$ cat config.mk
export PLATFORM = sky130hd
export DESIGN_NAME = lmag_front
export DESIGN_NICKNAME = d
export VERILOG_FILES = /design/src/rtl/lmag_pkg.sv /design/src/rtl/lmag_front.sv
export SDC_FILE = /design/constraint.sdc
export NUM_CORES = 1
export LEC_CHECK = 0
export ABC_AREA = 1
export BUFFER_PORTS_ARGS = -buffer_cell sky130_fd_sc_hd__clkbuf_2
export CORE_ASPECT_RATIO = 1.5
export CORE_MARGIN = 1
export CORE_UTILIZATION = 34
export DETAILED_ROUTE_END_ITERATION = 12
export PLACE_DENSITY = 0.62
export SKIP_CTS_REPAIR_TIMING = 1
export SYNTH_ARGS = -nofsm -noshare
export SYNTH_HDL_FRONTEND = slang
export SYNTH_SLANG_ARGS = --single-unit
$ cat constraint.sdc
create_clock -name i_clk -period 9.01 [get_ports i_clk]
set_input_delay 1.802 -clock i_clk [delete_from_list [all_inputs] [get_ports i_clk]]
set_output_delay 1.802 -clock i_clk [all_outputs]
set_load 0.1 [all_outputs]
$ cat src/rtl/lmag_pkg.sv
// Package for the loudness match auto gain block: widths, constants and shared types.
package lmag_pkg;

    localparam int SampleWidth = 24;
    localparam int CoefWidth   = 24;
    localparam int PowerWidth  = 48;
    localparam int GainWidth   = 32;
    localparam int OutWidth    = 16;
    localparam int NumRegs     = 8;
    localparam int IdxWidth    = 3;

    localparam logic [PowerWidth-1:0] PwrInit    = 48'd7036;
    localparam logic [PowerWidth-1:0] PwrSilence = 48'd703687;
    localparam logic [PowerWidth-1:0] PwrEps     = 48'd703;
    localparam logic [GainWidth-1:0]  GainOne    = 32'd1073741824;
    localparam logic [GainWidth-1:0]  GainMin    = 32'd269711752;
    localparam logic [GainWidth-1:0]  GainMax    = 32'd4274643195;
    localparam logic [GainWidth-1:0]  DampQ      = 32'd343597384;
    localparam logic [16:0]           MixMid     = 17'd56361;
    localparam logic [16:0]           MixRaw     = 17'd9175;

    localparam logic [IdxWidth-1:0] RegHp     = 3'd0;
    localparam logic [IdxWidth-1:0] RegLp     = 3'd1;
    localparam logic [IdxWidth-1:0] RegFast   = 3'd2;
    localparam logic [IdxWidth-1:0] RegSlow   = 3'd3;
    localparam logic [IdxWidth-1:0] RegTarget = 3'd4;
    localparam logic [IdxWidth-1:0] RegFall   = 3'd5;
    localparam logic [IdxWidth-1:0] RegRise   = 3'd6;
    localparam logic [IdxWidth-1:0] RegBypass = 3'd7;

    localparam logic [CoefWidth-1:0] PoleReset [NumRegs] = '{
        24'd16613316, 24'd7165600, 24'd16769449, 24'd16776488,
        24'd16776678, 24'd16775627, 24'd16776805, 24'd16774304
    };

    // One queued frame.
    typedef struct packed {
        logic signed [SampleWidth-1:0] dry_l;
        logic signed [SampleWidth-1:0] dry_r;
        logic signed [SampleWidth-1:0] wet_l;
        logic signed [SampleWidth-1:0] wet_r;
        logic                          en;
        logic                          st;
    } t_frame;

    typedef logic [CoefWidth-1:0] t_poles [NumRegs];

endpackage

$ cat src/rtl/lmag_front.sv
// Front end: frame acceptance and a two-entry frame queue.
module lmag_front (
    input  logic                   i_clk,
    input  logic                   i_rst_n,
    input  logic                   i_valid,
    output logic                   o_ready,
    input  lmag_pkg::t_frame       i_frame,
    output logic                   o_valid,
    input  logic                   i_ready,
    output lmag_pkg::t_frame       o_frame
);
    lmag_pkg::t_frame r_q [2];
    logic             r_wp, r_rp;
    logic [1:0]       r_cnt;
    logic             w_push, w_pop;

    assign o_ready = (r_cnt != 2'd2);
    assign o_valid = (r_cnt != 2'd0);
    assign o_frame = r_q[r_rp];
    assign w_push  = i_valid && o_ready;
    assign w_pop   = o_valid && i_ready;

    always_ff @(posedge i_clk) begin
        if (!i_rst_n) begin
            r_wp  <= 1'b0;
            r_rp  <= 1'b0;
            r_cnt <= 2'd0;
        end else begin
            if (w_push) r_wp <= ~r_wp;
            if (w_pop)  r_rp <= ~r_rp;
            r_cnt <= r_cnt + {1'b0, w_push} - {1'b0, w_pop};
        end
        if (w_push) r_q[r_wp] <= i_frame;
    end
endmodule

==> Implementation_results.wiki, run 1 <==
{| class="wikitable"
! Metric !! Value
|-
| Post-DP HPWL || 9220 um
|-
| Count of state elements after synthesis || 201
|-
| Min-delay worst type || reg2reg
|-
| Slowest cell on the critical path || sky130_fd_sc_hd__dfxtp_4
|-
| Post-CTS clock slew at the launch and capture registers of the worst setup and hold paths || 60 ps
|-
| Total of max-cap violations || 0
|-
| Synthesized instance count || 341
|-
| RSZ-0062 raised after global routing || false
|-
| Data required, critical path || 7210 ps
|-
| Die area || 22300 um2
|-
| Clock buffer depth || 3
|-
| Worst Hold Path Cells || 2
|-
| Synthesized Nets || 445
|-
| Area of the core region || 21100 um2
|-
| Final antenna-violating net count || 0
|-
| Reg2reg start || r_cnt[0]
|-
| P&R area growth vs syn || 25.7%
|-
| All-Layer GR Usage || 12.3%
|-
| Number of distinct library cell variants in the gate-level netlist after synthesis || 12
|-
| Wire length of the first global-routing pass || 21100 um
|-
| Final Cycle Share || 51.7%
|-
| Number of core rows || 65
|-
| Number of buffers added on ports || 201
|-
| CTS tree || yes
|-
| DR pass1 iterations || 4
|-
| Count of vias placed by the detailed router || 3790
|-
| Min Tclk post-route || 4660 ps
|-
| Worst setup EP type || output pin
|-
| Clock latency at the later pin of the worst-skew pair || 490 ps
|-
| Placer Congestion || 0.703
|-
| Hold path startpoint || r_rp
|-
| Worst slew margin || 32.9%
|-
| R2r worst-path depth || 5
|-
| Buffer type at the clock tree root || sky130_fd_sc_hd__clkbuf_16
|-
| Pin count of the biggest net entering global routing || 74
|-
| Crit Path Category || reg2out
|-
| Leading cell type in the layout, fill and taps excluded || sky130_fd_sc_hd__clkbuf_2
|-
| Final antenna diode count || 0
|-
| Clock sink count || 201
|-
| Ratio of routed vias to standard cells || 4.53
|-
| Starting DRC count in detailed routing || 220
|-
| Max frequency || 215 MHz
|-
| Setup violators final || 0
|-
| Final number of max-transition violations || 0
|-
| Die boundary width || 122 um
|-
| Final hold vios || 0
|-
| Commonest cells after routing, fill and taps aside || sky130_fd_sc_hd__clkbuf_2 (201), sky130_fd_sc_hd__edfxtp_1 (196), sky130_fd_sc_hd__mux2_2 (78), sky130_fd_sc_hd__clkbuf_16 (21), sky130_fd_sc_hd__mux2_4 (20)
|-
| Number of global-route vias before repair || 4238
|-
| # H-tree levels || 1
|-
| Worst-path maximum fanout || 51
|-
| Total clock buffers created by CTS || 20
|-
| Share of the yosys chip area belonging to registers || 81.1%
|-
| Final Routed Wirelength || 13900 um
|-
| Result of the run || finished, final reports clean
|-
| Number of antenna violations at the first check in global routing || 0
|-
| Worst setup skew after layout || 6.75 ps
|-
| Post-synthesis average cell area || 21.7 um2
|-
| Post-route DRC || 0
|-
| Delay of the slowest critical-path stage || 830 ps
|-
| Fraction of final layout cells with drive strength greater than 1 || 58.5%
|-
| Worst EP arrival || 2850 ps
|-
| Total I/O pin count || 202
|-
| Final global-route overflow total || 0
|-
| Ordered cell list for the critical path || buf_4 > mux2_2 > clkbuf_2
|-
| Synth warnings || 0
|-
| Total negative slack for setup checks || 0 ps
|-
| Measured slew at the worst slew-check pin || 1010 ps
|-
| Routed wirelength normalized by instance count || 16.6 um
|-
| Nets || 660
|-
| Height of the chip || 182 um
|-
| Initial standard-cell utilization of the core || 34.9%
|-
| Setup crit start kind || flip-flop
|-
| Post-synth design cell area || 7380 um2
|}
## metrics by stage
| step | hold WS, ps | util (%) | area (um2) | instances | setup WS (ps) |
|---|---|---|---|---|---|
| after floorplan | 467 | - | 7380 | 341 | 2450 |
| after global placement | 485 | 41.1 | 8680 | 802 | 4850 |
| after detailed placement | 498 | 41.1 | 8680 | 802 | 4790 |
| after CTS | 511 | 43.9 | 9280 | 837 | 4260 |
| after global routing | 531 | 43.9 | 9280 | 837 | 4170 |
| final | 510 | 43.9 | 9280 | 837 | 4350 |
## cell type report
class	instances	area (um2)
fillers	1898	11900
flip-flops and latches	201	5990
multi-input cells	122	1300
repair buffers	204	1030
clock buffers	23	533
well taps	268	335
clock inverters	12	67.6
inverters	7	28.8
## critical path: cells and delay by family (launching register included)
kind	cells	cell delay (ps)
DFF	1	830
buffers and inverters	2	1040
muxes	1	430
## logic make-up after synthesis
kind of cell / after synthesis / synth area share [%]
simple gates: 20 / 1.07
mux: 98 / 16.0
fa+ha+maj: 2 / 0.339
buf+inv: 18 / 1.44
compound gates: 2 / 0.136
flops: 201 / 81.1
## state kept, by name (all words and copies together) (netlist names), named ones only
signal,flops
r_wp,1
r_cnt,2
r_q,196
r_rp,1
## final timing paths
| path | end | slack [ps] |
|---|---|---|
| setup / recovery | o_frame[13] | 4350 |
| hold / removal | r_rp | 510 |
| setup reg to reg | r_q[0][14] | 6310 |
| hold reg to reg | r_rp | 510 |
## metal layers
metal / vias up / track usage [%] / wire length (um)
li1: 1760 / - / -
met1: 1869 / 11.4 / 4660
met2: 136 / 24.3 / 7810
met3: 25 / 3.72 / 1130
met4: 0 / 4.54 / 334
met5: - / 0 / 0
## Yosys cell counts
master | n | area, um2
sky130_fd_sc_hd__nor2_1 | 8 | 30.0
sky130_fd_sc_hd__nand2_1 | 9 | 33.8
sky130_fd_sc_hd__buf_2 | 7 | 35.0
sky130_fd_sc_hd__nand3_1 | 3 | 15.0
sky130_fd_sc_hd__buf_6 | 4 | 45.0
sky130_fd_sc_hd__inv_1 | 7 | 26.3
sky130_fd_sc_hd__edfxtp_1 | 196 | 5890
sky130_fd_sc_hd__dfxtp_1 | 5 | 100
sky130_fd_sc_hd__ha_1 | 2 | 25.0
sky130_fd_sc_hd__a21oi_1 | 2 | 10.0
sky130_fd_sc_hd__mux2_4 | 20 | 300
sky130_fd_sc_hd__mux2_2 | 78 | 878
Power of run 1 is left out: the tool's default activity adds up to more than one toggle a clock period on the data nets, which glitch-free logic cannot reach.
==> run 2, diff against run 1 <==
--- a/config.mk
+++ b/config.mk
@@ -11,7 +11,7 @@
 export CORE_MARGIN = 1
 export CORE_UTILIZATION = 34
 export DETAILED_ROUTE_END_ITERATION = 12
-export PLACE_DENSITY = 0.62
+export PLACE_DENSITY = 0.64
 export SKIP_CTS_REPAIR_TIMING = 1
 export SYNTH_ARGS = -nofsm -noshare
 export SYNTH_HDL_FRONTEND = slang
==> constraint.sdc (replaced) <==
create_clock -name i_clk -period 4.1 [get_ports i_clk]
set_input_delay 0.82 -clock i_clk [delete_from_list [all_inputs] [get_ports i_clk]]
set_output_delay 0.82 -clock i_clk [all_outputs]
set_load 0.1 [all_outputs]
==> Implementation_results.wiki, run 2 (synthesis gave the netlist of run 1 again) <==
{| class="wikitable"
! Metric !! Value
|-
| Result of the run || finished, final reports clean
|-
| Fraction of final layout cells with drive strength greater than 1 || 58.6%
|-
| Final Cycle Share || 79.8%
|-
| Leading cell type in the layout, fill and taps excluded || sky130_fd_sc_hd__clkbuf_2
|-
| Placer Congestion || 0.717
|-
| Initial standard-cell utilization of the core || 34.9%
|-
| Min Tclk post-route || 3270 ps
|-
| Data required, critical path || 3280 ps
|-
| Post-route DRC || 0
|-
| Final global-route overflow total || 0
|-
| Register with the most flip-flops || r_q
|-
| Leading registers by flop count || r_q (196), r_cnt (2)
|-
| Worst EP arrival || 2450 ps
|-
| Measured slew at the worst slew-check pin || 613 ps
|-
| Die boundary width || 122 um
|-
| Final number of max-transition violations || 0
|-
| Starting DRC count in detailed routing || 151
|-
| Final Routed Wirelength || 14000 um
|-
| Total I/O pin count || 202
|-
| Height of the chip || 182 um
|-
| Number of core rows || 65
|-
| Post-DP HPWL || 9450 um
|-
| Final antenna diode count || 0
|-
| Worst setup EP type || output pin
|-
| Number of antenna violations at the first check in global routing || 1
|-
| # H-tree levels || 1
|-
| DR pass1 iterations || 4
|-
| All-Layer GR Usage || 12.4%
|-
| RSZ-0062 raised after global routing || false
|-
| Min-delay worst type || reg2reg
|-
| R2r worst-path depth || 5
|-
| Worst slew margin || 59.1%
|-
| Worst-path maximum fanout || 56
|-
| Count of vias placed by the detailed router || 3822
|-
| Clock buffer depth || 3
|-
| Setup crit start kind || flip-flop
|-
| Final hold vios || 0
|-
| Worst Hold Path Cells || 2
|-
| Clock sink count || 201
|-
| Crit Path Category || reg2out
|-
| Nets || 659
|-
| Die area || 22300 um2
|-
| Area of the core region || 21100 um2
|-
| Clock latency at the later pin of the worst-skew pair || 480 ps
|-
| Layout Utilization || 44.0%
|-
| Total clock buffers created by CTS || 19
|-
| CTS tree || yes
|-
| Setup violators final || 0
|-
| Ratio of routed vias to standard cells || 4.57
|-
| Pin count of the biggest net entering global routing || 99
|-
| Max frequency || 306 MHz
|-
| Total of max-cap violations || 0
|-
| Wire length of the first global-routing pass || 21000 um
|-
| Total negative slack for setup checks || 0 ps
|-
| Flip-flop count of the largest register, all copies and words added || 196
|-
| Commonest cells after routing, fill and taps aside || sky130_fd_sc_hd__clkbuf_2 (201), sky130_fd_sc_hd__edfxtp_1 (196), sky130_fd_sc_hd__mux2_2 (78), sky130_fd_sc_hd__mux2_4 (20), sky130_fd_sc_hd__clkbuf_16 (19)
|-
| Number of buffers added on ports || 201
|-
| Final antenna-violating net count || 0
|-
| Post-CTS clock slew at the launch and capture registers of the worst setup and hold paths || 60 ps
|-
| Worst setup skew after layout || 9.67 ps
|-
| Number of global-route vias before repair || 4260
|-
| Buffer type at the clock tree root || sky130_fd_sc_hd__clkbuf_16
|-
| Routed wirelength normalized by instance count || 16.8 um
|-
| P&R area growth vs syn || 26.1%
|}
## run 2: cell count changes in the layout (fill, tap and decap cells not counted)
cell,previous run,this run
sky130_fd_sc_hd__buf_12,0,3
sky130_fd_sc_hd__buf_4,3,0
sky130_fd_sc_hd__bufinv_16,0,1
sky130_fd_sc_hd__clkbuf_1,2,1
sky130_fd_sc_hd__clkbuf_16,21,19
sky130_fd_sc_hd__clkbuf_8,0,1
sky130_fd_sc_hd__clkinv_2,3,4
sky130_fd_sc_hd__clkinvlp_4,3,1
sky130_fd_sc_hd__inv_12,0,1
sky130_fd_sc_hd__inv_6,0,1
sky130_fd_sc_hd__inv_8,1,0
## run 2: area by class of cell
type                            count  area, um2
Tap cell                          268        335
Fill cell                        1909      11800
Clock buffer                       21        493
Multi-Input combinational cell    122       1300
Clock inverter                     13        101
Inverter                            7       28.8
Timing Repair Buffer              204       1070
Sequential cell                   201       5990
## run 2: layer usage
metal	routed length, um	vias up	track usage (%)
met2	8060	138	24.8
met5	13	-	0
met4	396	2	5.22
li1	-	1762	-
met3	959	28	3.25
met1	4600	1892	11.3
## run 2: worst max-delay path, cell delays in order (launching register included)
cell and delay [ps]:
sky130_fd_sc_hd__dfxtp_4 730, sky130_fd_sc_hd__buf_12 400, sky130_fd_sc_hd__mux2_2 410, sky130_fd_sc_hd__clkbuf_2 380
## run 2: through the flow
| step | hold WS [ps] | setup slack, ps | instance area, um2 | std cells |
|---|---|---|---|---|
| 6_report | 521 | 828 | 9310 | 836 |
| 3_5_place_dp | 511 | 1270 | 8720 | 802 |
| 3_3_place_gp | 490 | 1290 | 8720 | 802 |
| 5_1_grt | 497 | 672 | 9310 | 836 |
| 4_1_cts | 500 | 742 | 9310 | 836 |
| 2_1_floorplan | 467 | 424 | 7390 | 341 |
## run 2: worst paths after layout
check	slack, ps	end	start
setup reg to reg	2170	r_q[1][71]	r_cnt[0]
setup / recovery	830	o_frame[71]	flip-flop
hold / removal	520	r_rp	r_rp
hold reg to reg	520	r_rp	r_rp
Power of run 2 is left out for the same reason.
